==> config.mk <==
export PLATFORM = sky130hd
export DESIGN_NAME = overwriting_ring_buffer
export DESIGN_NICKNAME = d
export VERILOG_FILES = /design/src/hw/rtl/orb_pkg.sv /design/src/hw/rtl/orb_ctrl.sv /design/src/hw/rtl/orb_dp.sv /design/src/hw/rtl/overwriting_ring_buffer.sv
export SDC_FILE = /design/constraint.sdc
export NUM_CORES = 1
export LEC_CHECK = 0
export BUFFER_PORTS_ARGS = -buffer_cell sky130_fd_sc_hd__buf_2
export CORE_MARGIN = 2
export CORE_UTILIZATION = 55
export DETAILED_ROUTE_END_ITERATION = 10
export PLACE_DENSITY = 0.72
export SYNTH_ARGS = -nofsm -noshare
export SYNTH_HDL_FRONTEND = slang
export SYNTH_SLANG_ARGS = --single-unit
==> constraint.sdc <==
create_clock -name clock -period 17.1 [get_ports clock]
set_clock_uncertainty 0.2 [all_clocks]
set_input_delay 2.565 -clock clock [delete_from_list [all_inputs] [get_ports clock]]
set_output_delay 2.565 -clock clock [all_outputs]
set_load 0.02 [all_outputs]
==> src/hw/rtl/orb_pkg.sv <==
// Shared types and constants of the overwriting ring buffer.
`default_nettype none

package orb_pkg;

   localparam int DEPTH_DEFAULT      = 16;
   localparam int DATA_WIDTH_DEFAULT = 32;

   localparam int CAP_W      = 5;
   localparam int BEAT_W     = 32;
   localparam int PEEK_W     = 4;
   localparam int MAX_DATA_W = 64;

   localparam logic [CAP_W-1:0] CAP_RESET = 5'd16;

   typedef enum logic [1:0] {
      KIND_PUSH  = 2'd0,
      KIND_POP   = 2'd1,
      KIND_PEEK  = 2'd2,
      KIND_CLEAR = 2'd3
   } kind_type;

   typedef struct packed {
      kind_type            kind;
      logic [BEAT_W-1:0]   push_data;
      logic [PEEK_W-1:0]   peek_index;
   } req_type;

   typedef struct packed {
      logic [BEAT_W-1:0]   read_data;
      logic                read_ok;
      logic [CAP_W-1:0]    entry_count;
      logic                is_empty;
      logic                is_full;
   } rsp_type;

   // Controller to datapath.
   typedef struct packed {
      logic exec;
   } cmd_type;

endpackage

`default_nettype wire

==> src/hw/rtl/orb_ctrl.sv <==
// Handshake controller of the overwriting ring buffer.
`default_nettype none

module orb_ctrl (
   input  wire              clock,
   input  wire              reset,
   input  wire              req_valid,
   output logic             req_ready,
   output logic             rsp_valid,
   input  wire              rsp_ready,
   output orb_pkg::cmd_type cmd
);

   typedef enum logic {
      ST_IDLE,
      ST_RESP
   } state_type;

   state_type state_ff;
   state_type state_in;
   logic      accept;
   logic      rsp_done;

   // A new beat may enter when no result waits or the waiting one leaves now.
   assign req_ready = (state_ff == ST_IDLE) || rsp_ready;
   assign rsp_valid = (state_ff == ST_RESP);
   assign accept    = req_valid && req_ready;
   assign rsp_done  = rsp_valid && rsp_ready;

   assign cmd.exec = accept;

   always_comb begin
      state_in = state_ff;
      case (state_ff)
         ST_IDLE: begin
            if (accept) state_in = ST_RESP;
         end
         ST_RESP: begin
            if (accept) state_in = ST_RESP;
            else if (rsp_done) state_in = ST_IDLE;
         end
         default: state_in = ST_IDLE;
      endcase
   end

   always_ff @(posedge clock) begin
      if (reset) begin
         state_ff <= ST_IDLE;
      end else begin
         state_ff <= state_in;
      end
   end

endmodule

`default_nettype wire

==> src/hw/rtl/orb_dp.sv <==
// Pointers, entry memory and result registers of the overwriting ring buffer.
`default_nettype none

module orb_dp #(
   parameter int DEPTH      = orb_pkg::DEPTH_DEFAULT,
   parameter int DATA_WIDTH = orb_pkg::DATA_WIDTH_DEFAULT
) (
   input  wire                           clock,
   input  wire                           reset,
   input  orb_pkg::cmd_type              cmd,
   input  orb_pkg::req_type              req,
   input  wire                           csr_we,
   input  wire [orb_pkg::CAP_W-1:0]      csr_wdata,
   output orb_pkg::rsp_type              rsp
);

   localparam int CW    = orb_pkg::CAP_W;
   localparam int PTR_W = $clog2(DEPTH);
   localparam int MW    = orb_pkg::MAX_DATA_W;
   localparam int BW    = orb_pkg::BEAT_W;

   function automatic logic [CW-1:0] adv(input logic [CW-1:0] p, input logic [CW-1:0] c);
      logic [CW:0] n;
      n = {1'b0, p} + 1'b1;
      return (n >= {1'b0, c}) ? '0 : n[CW-1:0];
   endfunction

   function automatic logic [CW-1:0] held(input logic [CW-1:0] w, input logic [CW-1:0] r,
                                          input logic f, input logic [CW-1:0] c);
      logic [CW:0] s;
      s = {1'b0, w} + {1'b0, c} - {1'b0, r};
      if (f) return c;
      if (w >= r) return w - r;
      return s[CW-1:0];
   endfunction

   logic [DATA_WIDTH-1:0] mem [DEPTH];
   logic [DATA_WIDTH-1:0] mem_q_ff;

   logic [PTR_W-1:0] wr_ptr_ff, wr_ptr_in;
   logic [PTR_W-1:0] rd_ptr_ff, rd_ptr_in;
   logic [PTR_W-1:0] rd_addr;
   logic             full_ff, full_in;
   logic [CW-1:0]    cap_ff;

   logic             ok_ff, ok_in;
   logic             sel_ff, sel_in;
   logic [CW-1:0]    cnt_ff, cnt_in;
   logic             full_out_ff;

   logic [CW-1:0]    cap;
   logic [CW-1:0]    wr5, rd5, wr_n, rd_n, held_now, off5, peek5, rd_addr5;
   logic [CW:0]      peek_sum;
   logic             wr_en, rd_en;
   logic [MW-1:0]    push_wide;
   logic [MW-1:0]    rd_wide;

   // Clamp capacity to 1..DEPTH.
   always_comb begin
      if (cap_ff == '0) cap = CW'(1);
      else if (32'(cap_ff) > DEPTH) cap = CW'(DEPTH);
      else cap = cap_ff;
   end

   always_comb begin
      wr5      = CW'(wr_ptr_ff);
      rd5      = CW'(rd_ptr_ff);
      held_now = held(wr5, rd5, full_ff, cap);
      off5     = CW'(req.peek_index);
      peek_sum = {1'b0, rd5} + {1'b0, off5};
      peek5    = (peek_sum >= {1'b0, cap}) ? CW'(peek_sum - {1'b0, cap}) : peek_sum[CW-1:0];

      wr_n     = wr5;
      rd_n     = rd5;
      full_in  = full_ff;
      ok_in    = 1'b1;
      sel_in   = 1'b0;
      wr_en    = 1'b0;
      rd_en    = 1'b0;
      rd_addr5 = rd5;

      case (req.kind)
         orb_pkg::KIND_PUSH: begin
            wr_en   = 1'b1;
            // Overwrite the oldest entry when full: the read side moves along.
            if (full_ff) rd_n = adv(rd5, cap);
            wr_n    = adv(wr5, cap);
            full_in = (rd_n == wr_n);
         end
         orb_pkg::KIND_POP: begin
            if (held_now == '0) begin
               ok_in = 1'b0;
            end else begin
               rd_en   = 1'b1;
               sel_in  = 1'b1;
               rd_n    = adv(rd5, cap);
               full_in = 1'b0;
            end
         end
         orb_pkg::KIND_PEEK: begin
            if (off5 >= held_now) begin
               ok_in = 1'b0;
            end else begin
               rd_en    = 1'b1;
               sel_in   = 1'b1;
               rd_addr5 = peek5;
            end
         end
         orb_pkg::KIND_CLEAR: begin
            rd_n    = wr5;
            full_in = 1'b0;
         end
         default: begin
            ok_in = 1'b1;
         end
      endcase

      wr_ptr_in = PTR_W'(wr_n);
      rd_ptr_in = PTR_W'(rd_n);
      rd_addr   = PTR_W'(rd_addr5);
      cnt_in    = held(wr_n, rd_n, full_in, cap);
   end

   always_ff @(posedge clock) begin
      if (reset) begin
         wr_ptr_ff <= '0;
         rd_ptr_ff <= '0;
         full_ff   <= 1'b0;
         cap_ff    <= orb_pkg::CAP_RESET;
      end else if (csr_we) begin
         // New capacity empties the buffer.
         cap_ff    <= csr_wdata;
         wr_ptr_ff <= '0;
         rd_ptr_ff <= '0;
         full_ff   <= 1'b0;
      end else if (cmd.exec) begin
         wr_ptr_ff <= wr_ptr_in;
         rd_ptr_ff <= rd_ptr_in;
         full_ff   <= full_in;
      end
   end

   always_ff @(posedge clock) begin
      if (cmd.exec) begin
         ok_ff       <= ok_in;
         sel_ff      <= sel_in;
         cnt_ff      <= cnt_in;
         full_out_ff <= full_in;
      end
   end

   assign push_wide = MW'(req.push_data);

   always_ff @(posedge clock) begin
      if (cmd.exec && wr_en) mem[wr_ptr_ff] <= push_wide[DATA_WIDTH-1:0];
   end

   always_ff @(posedge clock) begin
      if (cmd.exec && rd_en) mem_q_ff <= mem[rd_addr];
   end

   assign rd_wide = MW'(mem_q_ff);

   assign rsp.read_data   = sel_ff ? rd_wide[BW-1:0] : '0;
   assign rsp.read_ok     = ok_ff;
   assign rsp.entry_count = cnt_ff;
   assign rsp.is_empty    = (cnt_ff == '0);
   assign rsp.is_full     = full_out_ff;

endmodule

`default_nettype wire

==> src/hw/rtl/overwriting_ring_buffer.sv <==
// Top level of the overwriting ring buffer.
`default_nettype none

// Ring buffer whose push never blocks: on a full buffer a push replaces the
// oldest entry. Each accepted request beat (push, pop, peek or clear) yields
// one response beat in the next cycle, carrying the popped or peeked word, a
// success flag and the fill state after the operation. A new request is taken
// in the same cycle the pending response leaves, so with rsp_ready held high
// the block moves one item per cycle; the entry memory has one write port and
// one registered read port. Writing the capacity register empties the buffer
// and must happen only while no response is pending.
module overwriting_ring_buffer #(
   parameter int DEPTH      = orb_pkg::DEPTH_DEFAULT,
   parameter int DATA_WIDTH = orb_pkg::DATA_WIDTH_DEFAULT
) (
   input  wire                       clock,
   input  wire                       reset,
   input  wire                       req_valid,
   output logic                      req_ready,
   input  orb_pkg::req_type          req_payload,
   output logic                      rsp_valid,
   input  wire                       rsp_ready,
   output orb_pkg::rsp_type          rsp_payload,
   input  wire                       csr_we,
   input  wire [orb_pkg::CAP_W-1:0]  csr_wdata
);

   orb_pkg::cmd_type cmd;

   orb_ctrl u_ctrl (
      .clock     (clock),
      .reset     (reset),
      .req_valid (req_valid),
      .req_ready (req_ready),
      .rsp_valid (rsp_valid),
      .rsp_ready (rsp_ready),
      .cmd       (cmd)
   );

   orb_dp #(
      .DEPTH      (DEPTH),
      .DATA_WIDTH (DATA_WIDTH)
   ) u_dp (
      .clock     (clock),
      .reset     (reset),
      .cmd       (cmd),
      .req       (req_payload),
      .csr_we    (csr_we),
      .csr_wdata (csr_wdata),
      .rsp       (rsp_payload)
   );

`ifndef SYNTHESIS
   a_accept_gives_rsp: assert property (@(posedge clock) disable iff (reset)
      cmd.exec |=> rsp_valid)
      else $error("accepted request produced no response");

   a_empty_matches_count: assert property (@(posedge clock) disable iff (reset)
      rsp_valid |-> (rsp_payload.is_empty == (rsp_payload.entry_count == '0)))
      else $error("empty flag disagrees with count");

   a_full_not_empty: assert property (@(posedge clock) disable iff (reset)
      (rsp_valid && rsp_payload.is_full) |-> !rsp_payload.is_empty)
      else $error("full and empty at once");

   a_fail_zero_data: assert property (@(posedge clock) disable iff (reset)
      (rsp_valid && !rsp_payload.read_ok) |-> (rsp_payload.read_data == '0))
      else $error("failed read returned data");
`endif

endmodule

`default_nettype wire

==> results by group, run 1 <==
Global routing
  • Initial antenna violation count: 4
  • Largest net degree at the start of global routing: 257
  • Vias in the first global route: 14,642
  • First-pass GRT wire length: between 80 and 90 mm
  • Total gr overflow: 0
  • All-Layer GR Usage: between 20% and 30%

Yosys
  • Gate Count Post-Synth: around 1,800
  • Syn_nets: roughly 1,900
  • Register area share after synthesis: 69.34%
  • Dominant synthesized flop cell: edfxtp_1
  • Post-Syn Area: around 24,000 um2
  • Synth area leaders: edfxtp_1 68%, nand2_1 5.9%, a21oi_1 3.9%, a32oi_1 3.5%, ha_1 2.7%
  • Yosys reg bits: 567
  • Post-synth ARST share: 0%
  • Post-synth EDFFs: 552
  • Syn Area/Cell: 13.48 um2
  • Largest area contributor in the netlist: edfxtp_1
  • Top-count cell post-synth: edfxtp_1
  • Post-synth top area share: 68.11%
  • Warning count from the yosys run: 0
  • Post-synth top cells: 552 x edfxtp_1, 383 x nand2_1, 192 x a21oi_1
  • Netlist cell types: 62

Job
  • # Max-Cap Violations: 0

Die
  • Initial Util: 55.40%
  • Core area: about 44,000 um2
  • Die width: 214.4 um
  • FP Rows: between 70 and 80
  • Ports: 90
  • Die area: 45,950 um2
  • Die Ht: 214.4 um

Power
  • Worst vdd ir: 0.08056 mV
  • Leak: 9.246 nW
  • Cell area power density: 105.8 nW/um2

Cells and area
  • Post-Layout Cell Count: roughly 2,500
  • Layout area overhead: 10.70%
  • Final nets: 1,971
  • Final design utilization: between 60% and 70%
  • Layout cell share with drive strength beyond 1: 12.01%

Timing
  • Final WS setup: 9854 ps
  • Fmax: 0.1380 GHz
  • Final period util: a little over two fifths
  • Worst Tran Pin Value: between 1000 and 1500 ps
  • Hold slack: 303.7 ps
  • Max-slew violations: 0
  • Tmin final: roughly 7200 ps
  • Final Setup Violations: 0
  • Final Hold Viols: 0
  • Setup_tns: 0 ps
  • Unrepaired setup endpoints after global routing: false
  • Max-slew headroom: between 10% and 20%

Critical path
  • CP arrival: 7390 ps
  • R2R cell count: 21
  • Worst setup SP type: register
  • CP Cell Sequence: nand2b_1, inv_1, xnor2_1, ha_1, inv_1, fa_1, nor3_1, o31ai_1, ha_1, o21ai_0, a21oi_1, o21ai_0, a22oi_1, a21boi_4, mux2i_4, buf_12, buf_4, mux2i_1, a221oi_1, a21oi_1, nand2_1
  • Critical path's slowest cell: buf_4
  • Critical Path End Type: register
  • Critical path class: register to register
  • Worst Path Max Fanout: 167
  • Reg2Reg Launch Point: u_dp.cap_ff[4]
  • CP required: ~17,000 ps
  • Worst R2R Setup Slack: 9850 ps
  • CP max stage delay: 890 ps
  • R2r endpoint: u_dp.mem_q_ff[22]

Routing
  • Final WL: 56.25 mm
  • Pre-Repair DR Iteration Count: 6
  • DRC: 0
  • Routed WL per cell: roughly 22 um
  • Vias per cell: 6.116
  • Starting DRC count in detailed routing: 1,718
  • Via count: 15,291
  • Routed Antenna Nets: 0

Placement
  • Global placer's final weighted congestion: between 0.9 and 1
  • Dpl hpwl: 28.35 mm
  • Cells after DPL: 2,397
  • Port Buf Inserts: 89
  • Pre-CTS worst setup slack: about 9500 ps

Clock network
  • H-tree Lvls: 2
  • Root Driver: clkbuf_16
  • Post-cts resize count: 0
  • Clock tree buffer depth: 3
  • CTS Buf Count: 54
  • CTS tree: built
  • Clk pin slew, worst setup/hold paths: 60 ps
  • Clock Latency Late Sink: 600 ps
  • Hold buffer count at CTS: 0
  • CTS Sinks: 567
  • Setup Fix Bufs, Post-CTS: 0

Worst hold path
  • Worst hold path depth: 2
  • Critical hold path startpoint: u_dp.cap_ff[0]
  • HP Class: register to register
  • Worst Hold Path EP: u_dp.cap_ff[0]

Outcome
  • Status: finished clean
## metrics by stage
| stage | instance area, um2 | power, mW |
|---|---|---|
| finish | 26940 | 2.852 |
| floorplan | 24340 | 1.700 |
| detailed placement | 25290 | 1.760 |
| global route | 26940 | 2.937 |
| global placement | 25290 | 1.754 |
| CTS | 26940 | 2.866 |
## worst max-delay path by stage
stage | startpoint | endpoint
after floorplan | req_payload[36] | u_dp.mem[1][0]
after detailed placement | req_payload[0] | u_dp.mem_q_ff[23]
final | u_dp.cap_ff[4] | u_dp.mem_q_ff[22]
after global routing | u_dp.cap_ff[4] | u_dp.mem_q_ff[25]
after CTS | u_dp.cap_ff[4] | u_dp.mem_q_ff[20]
after global placement | req_payload[0] | u_dp.mem_q_ff[25]
## sequential cells by signal (all words and copies together), names as in the netlist
| signal | cells |
|---|---|
| u_dp.mem_q_ff | 32 |
| u_dp.cap_ff | 5 |
| u_dp.sel_ff | 1 |
| u_dp.rd_ptr_ff | 4 |
| u_dp.mem | 512 |
| u_ctrl.rsp_valid | 1 |
| u_dp.ok_ff | 1 |
| u_dp.full_out_ff | 1 |
| u_dp.full_ff | 1 |
| u_dp.wr_ptr_ff | 4 |
| u_dp.cnt_ff | 5 |
## logic make-up (layout without fill, tap and decap cells)
| logic type | Yosys count | count (layout) | synth area share, % |
|---|---|---|---|
| flip-flops | 567 | 567 | 69.34 |
| buffers and inverters | 160 | 261 | 3.218 |
| multiplexers | 53 | 53 | 2.257 |
| AND/OR/NAND/NOR | 515 | 515 | 8.796 |
| other | 0 | 1 | 0 |
| adder cells (fa/ha/maj) | 64 | 64 | 3.583 |
| XOR/XNOR | 26 | 26 | 0.9356 |
| AO/OA/AOI/OAI | 421 | 421 | 11.87 |
## layer usage
metal	global-route usage [%]	vias to the layer above	part of all wire, %
met3	4.213	121	8.5
met2	38.04	682	47
li1	-	6914	-
met5	0	-	0.064
met1	34.47	7568	42
met4	8.171	6	2.8
## cell usage in the layout, fill, tap and decap left out, types with 10 or more instances in the layout
cell type,count
ha_1,52
a21oi_1,192
nand2_1,382
clkbuf_16,55
clkbuf_1,12
nor2_4,13
clkinv_1,19
inv_1,45
xnor2_1,20
buf_2,89
nor2_1,28
o21ai_0,16
mux2i_1,46
a22oi_1,33
a32oi_1,97
buf_4,23
fa_1,10
and2_1,35
nor3_1,10
edfxtp_1,552
a221oi_1,28
a21o_1,11
dfxtp_1,15
## power breakdown
part	internal [mW]	switching, mW	leakage [nW]	total, mW
clock network	0.621	0.499	0.805	1.12
logic	0.0645	0.127	3.34	0.192
registers	1.53	0.00523	5.10	1.54
total	2.22	0.631	9.25	2.85
## layout make-up
type,instances,area [um2]
fill,3296,16990
sequential,567,16880
multi-input combinational,1079,6843
clock buffer,67,1421
tap,592,740.7
timing repair buffer,114,658.1
clock inverter,35,232.7
inverter,45,168.9
antenna,1,2.502
## critical path: cells and delay by family (launching register included)
family                   cells  cell delay [ps]
buffers and inverters        4             1840
XOR/XNOR                     1              200
adder cells (fa/ha/maj)      3             1140
multiplexers                 2              640
AND/OR/NAND/NOR              3              610
AO/OA/AOI/OAI                8             1620
flip-flops                   1              560
Note: power is estimated with default switching activity, not from simulation.
==> inputs of run 2 (changes only) <==
- ABC_AREA: not set -> 1
- clock period: 17.1 -> 6.7 ns (I/O delays scaled with it)
==> run 2 against run 1 <==
Effect of this change: sequential power grew to 2.6 times the previous value; total power grew to 2.9 times the previous value; setup slack lost 9200 ps; critical path type unchanged; critical endpoint is now u_dp.cnt_ff[4]; largest cell class unchanged.
==> results by group, run 2 <==
Outcome
  • Status: finished clean

Critical path
  • CP arrival: 6290 ps (-1100 ps)
  • Critical path class: register to register
  • CP required: 6980 ps (-10,270 ps)
  • CP max stage delay: 450 ps (-440 ps)
  • Worst setup SP type: register
  • Critical Path End Type: register
  • Critical path's slowest cell: fa_1
  • Worst Path Max Fanout: 9 (-95%)

Clock network
  • Root Driver: clkbuf_16
  • Post-cts resize count: 0 (unchanged)
  • Clk pin slew, worst setup/hold paths: 60 ps (about the same)
  • H-tree Lvls: 2 (unchanged)
  • Hold buffer count at CTS: 0 (unchanged)
  • Clock Latency Late Sink: 610 ps (about the same)
  • CTS Sinks: 567 (unchanged)
  • CTS tree: built
  • Clock tree buffer depth: 3 (unchanged)
  • Setup Fix Bufs, Post-CTS: 0 (unchanged)
  • CTS Buf Count: 56 (+3.7%)

Cells and area
  • Most frequent cells in the layout: 647 x nand3_1, 633 x inv_1, 552 x edfxtp_1
  • Layout area overhead: 10.26%
  • Final nets: 2,931 (+49%)
  • Most flops, register: u_dp.mem
  • Layout cell share with drive strength beyond 1: 8.415% (-3.6 points)
  • Final design utilization: 61.35% (about the same)
  • Post-Layout Cell Count: 3,532 (+41%)
  • Max FFs per register: 512 (unchanged)
  • Most common cell after layout, fill and taps aside: nand3_1
  • Largest registers: u_dp.mem: 512 flops, u_dp.mem_q_ff: 32 flops

Routing
  • Routed WL per cell: 19.88 um (-12%)
  • Via count: 19,518 (+28%)
  • Starting DRC count in detailed routing: 2,204 (+28%)
  • Routed Antenna Nets: 0 (unchanged)
  • Vias per cell: 5.526 (-9.7%)
  • Final WL: 70.22 mm (+25%)
  • DRC: 0 (unchanged)
  • Pre-Repair DR Iteration Count: 5 (-1)

Power
  • Total power: 8.215 mW (+190%)
  • Worst vdd ir: 0.2285 mV (+180%)
  • Leak: 13.33 nW (+44%)
  • Cell area power density: 274.1 nW/um2 (+160%)

Timing
  • Worst Tran Pin Value: 1183 ps (-25.29 ps)
  • Fmax: 0.1664 GHz (+21%)
  • Final Setup Violations: 0 (unchanged)
  • Max-slew headroom: 20.94% (+1.5 points)
  • Tmin final: 6008 ps (-1238 ps)
  • Max-slew violations: 0 (unchanged)
  • Final period util: 89.67% (+47 points)
  • Setup_tns: 0 ps (unchanged)
  • Final Hold Viols: 0 (unchanged)
  • Hold slack: 304.1 ps (+0.4190 ps)
  • Unrepaired setup endpoints after global routing: false

Yosys
  • Netlist cell types: 40 (-35%)
  • Synth Area in Simple Gates: 20.81% (+12 points)
  • Register area share after synthesis: 62.09% (-7.2 points)
  • Compound-Gate Fraction of Synth Area: 1.736% (-10 points)
  • Gate Count Post-Synth: 2,767 (+53%)
  • Warning count from the yosys run: 0 (unchanged)
  • Post-synth top cells: 647 x nand3_1, 633 x inv_1, 552 x edfxtp_1
  • Largest area contributor in the netlist: edfxtp_1
  • Dominant synthesized flop cell: edfxtp_1
  • Post-synth top area share: 60.99% (-7.1 points)
  • Yosys reg bits: 567 (unchanged)
  • Adder-Cell Fraction of Synth Area: 3.130% (-0.45 points)
  • Post-Syn Area: 27,180 um2 (+12%)
  • Synth area leaders: edfxtp_1 61%, nand3_1 12%, inv_1 8.7%, nand2_1 7.3%, ha_1 2.4%
  • Post-synth EDFFs: 552 (unchanged)
  • Post-synthesis xor/xnor area fraction: 0.6123% (-0.32 points)
  • Post-synth ARST share: 0% (unchanged)
  • Top-count cell post-synth: nand3_1
  • Proportion of synthesized area in mux cells: 0.03683% (-2.2 points)
  • Main combinational cell family by area after synthesis: simple AND/OR/NAND/NOR gates
  • Syn Area/Cell: 9.822 um2 (-27%)
  • Syn_nets: 2,877 (+50%)

Die
  • Ports: 90 (unchanged)
  • Die Ht: 226.3 um (+5.6%)
  • Die width: 226.3 um (+5.6%)
  • Initial Util: 55.64% (+0.24 points)
  • Core area: 48,850 um2 (+11%)
  • FP Rows: 81 (+5.2%)
  • Die area: 51,210 um2 (+11%)

Job
  • # Max-Cap Violations: 0 (unchanged)

Worst hold path
  • HP Class: register to register

Global routing
  • Initial antenna violation count: 2 (-2)
  • Total gr overflow: 0 (unchanged)
  • First-pass GRT wire length: 106.7 mm (+26%)
  • Largest net degree at the start of global routing: 95 (-63%)
  • Vias in the first global route: 18,621 (+27%)
  • All-Layer GR Usage: 27.64% (+3.5 points)

Placement
  • Cells after DPL: 3,427 (+43%)
  • Port Buf Inserts: 89 (unchanged)
  • Global placer's final weighted congestion: 0.9501 (+5.0%)
  • Dpl hpwl: 38.74 mm (+37%)
run 2: report_power, final:
group | leakage (nW) | switching, mW | internal [mW]
sequential | 5.10 | 0.0196 | 3.95
clock | 0.833 | 1.29 | 1.70
combinational | 7.40 | 0.882 | 0.371
run 2: worst paths after layout:
| path | startpoint | endpoint | slack (ps) | cells past startpoint |
|---|---|---|---|---|
| max | u_dp.cap_ff[4] | u_dp.cnt_ff[4] | 690 | 33 |
| min | u_dp.cap_ff[2] | u_dp.cap_ff[2] | 300 | 2 |
| max reg2reg | u_dp.cap_ff[4] | u_dp.cnt_ff[4] | 690 | 33 |
| min reg2reg | u_dp.cap_ff[2] | u_dp.cap_ff[2] | 300 | 2 |
run 2: metrics by stage:
stage	cell area, um2	setup WS [ps]
4_1_cts	29960	787.4
5_1_grt	29960	180.3
3_5_place_dp	28240	843.0
6_report	29970	691.9
2_1_floorplan	27180	859.5
3_3_place_gp	28240	857.1
run 2: critical path, delay by kind of cell, from the launching register on:
family / cells / cell delay, ps
AO/OA/AOI/OAI: 3 / 820
XOR/XNOR: 1 / 180
adder cells (fa/ha/maj): 5 / 1600
buffers and inverters: 9 / 1110
flip-flops: 1 / 360
AND/OR/NAND/NOR: 15 / 1600
run 2: per-layer routing:
metal  wire, um  vias up  track usage, %
met3       6134      180           4.173
met1      28250     9295           37.12
met5          0        -               0
met4       2390        0           10.46
met2      33450      930           45.76
li1           -     9113               -
run 2: final cells by class:
type,instances,area [um2]
Antenna cell,4,10.01
Clock buffer,67,1464
Clock inverter,34,257.7
Fill cell,3997,18880
Inverter,639,2399
Multi-Input combinational cell,1429,7330
Sequential cell,567,16880
Tap cell,664,830.8
Timing Repair Buffer,128,800.8
run 2: cells by family (layout without fill, tap and decap cells):
| family | Yosys count | in the layout |
|---|---|---|
| flops | 567 | 567 |
| other cells | 0 | 4 |
| buf+inv | 771 | 868 |
| mux | 1 | 1 |
| xor+xnor | 19 | 19 |
| fa+ha+maj | 62 | 62 |
| compound gates | 87 | 87 |
| simple gates | 1260 | 1260 |
==> inputs of run 3 (changes only) <==
- BUFFER_PORTS_ARGS: -buffer_cell sky130_fd_sc_hd__buf_2 -> not set
- DONT_BUFFER_PORTS: not set -> 1
- PLACE_DENSITY: 0.72 -> 0.7
- SLEW_MARGIN: not set -> 30
==> run 3 against run 2 <==
Effect of this change: final area down 1.3%; critical path depth down 7; setup slack worse by 75 ps; maximum frequency down 1.2%; sequential cell count unchanged; via count down 2.6%; first-iteration DRC count down 12%; utilization down 0.80 points; sequential power about the same; sequential share of layout area up 0.74 points; highest routed layer unchanged; count of clock-buffer cells in the layout up 10.
==> results by group, run 3 (synthesis results as in run 2) <==
Routing
  • Routed WL per cell: 19.60 um (-1.4%)
  • Vias per cell: 5.525 (about the same)
  • Starting DRC count in detailed routing: 1,945 (-12%)
  • Via count: 19,017 (-2.6%)
  • Pre-Repair DR Iteration Count: 5 (unchanged)
  • Routed Antenna Nets: 0 (unchanged)
  • DRC: 0 (unchanged)
  • Final WL: 67.47 mm (-3.9%)

Timing
  • Max-slew headroom: 35.77% (+15 points)
  • Max-slew violations: 0 (unchanged)
  • Tmin final: 6083 ps (+74.91 ps)
  • Worst Tran Pin Value: 961.2 ps (-222.0 ps)
  • Final Setup Violations: 0 (unchanged)
  • Fmax: 0.1644 GHz (-1.2%)
  • Final period util: 90.79% (+1.1 points)
  • Unrepaired setup endpoints after global routing: false
  • Final Hold Viols: 0 (unchanged)
  • Setup_tns: 0 ps (unchanged)

Critical path
  • Critical Path End Type: register
  • R2R cell count: 26 (-21%)
  • Critical path's slowest cell: nand2_8
  • CP most frequent cell: nand3_1
  • CP required: 6860 ps (-120 ps)
  • CP arrival: 6240 ps (-50 ps)
  • Worst setup SP type: register
  • R2r endpoint: u_dp.mem_q_ff[20]
  • Top delay family on crit path: simple AND/OR/NAND/NOR gates
  • Critical path class: register to register
  • Reg2Reg Launch Point: u_dp.cap_ff[1]
  • Buffers plus inverters on the worst setup path: 6 (-3)
  • CP max stage delay: 680 ps (+230 ps)
  • Worst Path Max Fanout: 83 (+74)
  • Worst R2R Setup Slack: 620 ps (-70 ps)

Global routing
  • Total gr overflow: 0 (unchanged)
  • Initial antenna violation count: 0 (-2)
  • All-Layer GR Usage: 26.79% (-0.85 points)
  • Vias in the first global route: 18,630 (+0.048%)
  • Largest net degree at the start of global routing: 84 (-12%)
  • First-pass GRT wire length: 103.9 mm (-2.6%)

Placement
  • Port Buf Inserts: 0 (-100%)
  • Dpl hpwl: 37.99 mm (-1.9%)
  • Global placer's final weighted congestion: 0.9148 (-3.7%)
  • Cells after DPL: 3,339 (-2.6%)
  • Dpl cell area: 27,790 um2 (-1.6%)

Die
  • Die area: 51,210 um2 (unchanged)
  • Core area: 48,850 um2 (unchanged)
  • Die width: 226.3 um (unchanged)
  • Initial Util: 55.64% (unchanged)
  • Die Ht: 226.3 um (unchanged)
  • Ports: 90 (unchanged)
  • FP Rows: 81 (unchanged)

Cells and area
  • Most flops, register: u_dp.mem
  • Layout area overhead: 8.830%
  • Max FFs per register: 512 (unchanged)
  • Layout cell share with drive strength beyond 1: 5.688% (-2.7 points)
  • Final nets: 2,845 (-2.9%)
  • Largest registers: u_dp.mem: 512 flops, u_dp.mem_q_ff: 32 flops
  • Ant. Diodes: 0 (-4)
  • Storage cell area: 16,880 um2 (unchanged)
  • Post-Layout Cell Count: 3,442 (-2.5%)
  • Fin area: 29,580 um2 (-1.3%)
  • Most frequent cells in the layout: 647 x nand3_1, 633 x inv_1, 552 x edfxtp_1
  • Most common cell after layout, fill and taps aside: nand3_1
  • Multi-input gate area: 7330 um2 (unchanged)
  • Layout fillers: 4,004 (+0.18%)

Outcome
  • Status: finished clean

Clock network
  • Clock Latency Late Sink: 620 ps (about the same)
  • Clk pin slew, worst setup/hold paths: 60 ps (about the same)
  • Clock tree buffer depth: 3 (unchanged)
  • Setup Fix Bufs, Post-CTS: 0 (unchanged)
  • Hold buffer count at CTS: 0 (unchanged)
  • CTS Sinks: 567 (unchanged)
  • CTS Buf Count: 58 (+3.6%)
  • H-tree Lvls: 2 (unchanged)
  • CTS tree: built
  • Post-cts resize count: 0 (unchanged)
  • Root Driver: clkbuf_16

Worst hold path
  • Critical hold path startpoint: reset
  • HP Class: input port to register
  • Worst hold path depth: 1 (-1)
  • Worst Hold Path EP: u_ctrl.rsp_valid

Power
  • Clock network fraction of total power: 37.5% (+1.1 points)
  • Switching share of power: 26.37% (-0.36 points)
  • Leak: 12.98 nW (-2.6%)
  • Switch Pwr: 2.172 mW (-1.1%)
  • Combinational power share: 14.2% (-1.1 points)
  • Reg power frac: 48.3% (about the same)
  • Cell area power density: 278.5 nW/um2 (+1.6%)
  • Internal Power: 6.065 mW (+0.77%)
  • Worst vdd ir: 0.2012 mV (-12%)

Job
  • # Max-Cap Violations: 0 (unchanged)
run 3: per-stage QoR:
stage	worst slack, ps	power [mW]	hold slack, ps	util (%)
2_1_floorplan	859.5	4.914	253.8	-
3_3_place_gp	897.1	5.191	272.4	56.88
3_5_place_dp	711.2	5.215	287.9	56.88
4_1_cts	663.4	8.272	230.4	60.54
5_1_grt	260.0	8.529	255.2	60.55
6_report	616.9	8.237	257.1	60.55
run 3: final cells by class:
class,count,area share (%)
clock buffers,77,5.220
clock inverters,26,0.8291
inverters,639,8.109
multi-input cells,1429,24.78
flip-flops and latches,567,57.06
well taps,664,2.809
repair buffers,40,1.197
run 3: how the worst max path moves through the flow:
stage                      startpoint                end  slack, ps  cells after the start
finish                 u_dp.cap_ff[1]  u_dp.mem_q_ff[20]        620                     26
global route           u_dp.cap_ff[3]  u_dp.mem_q_ff[19]        260                     26
CTS                    u_dp.cap_ff[1]  u_dp.mem_q_ff[20]        660                     26
detailed placement     u_dp.cap_ff[1]  u_dp.mem_q_ff[20]        710                     26
global placement       u_dp.cap_ff[4]     u_dp.cnt_ff[4]        900                     29
floorplan           u_dp.wr_ptr_ff[2]   u_dp.mem_q_ff[0]        860                     18
run 3: power groups by stage:
stage | Combinational [mW] | Clock (mW) | Sequential [mW]
final | 1.17 | 3.09 | 3.98
after global routing | 1.29 | 3.25 | 3.99
after CTS | 1.17 | 3.12 | 3.98
after detailed placement | 1.16 | 0 | 4.06
after global placement | 1.13 | 0 | 4.06
after floorplan | 0.864 | 0 | 4.05
run 3: per-layer routing:
layer	vias to the layer above	wire, um	global-route usage, %
li1	8934	-	-
met1	9134	28210	36.52
met2	801	31890	44.03
met3	148	5257	3.667
met4	0	2106	10.12
met5	-	0	0
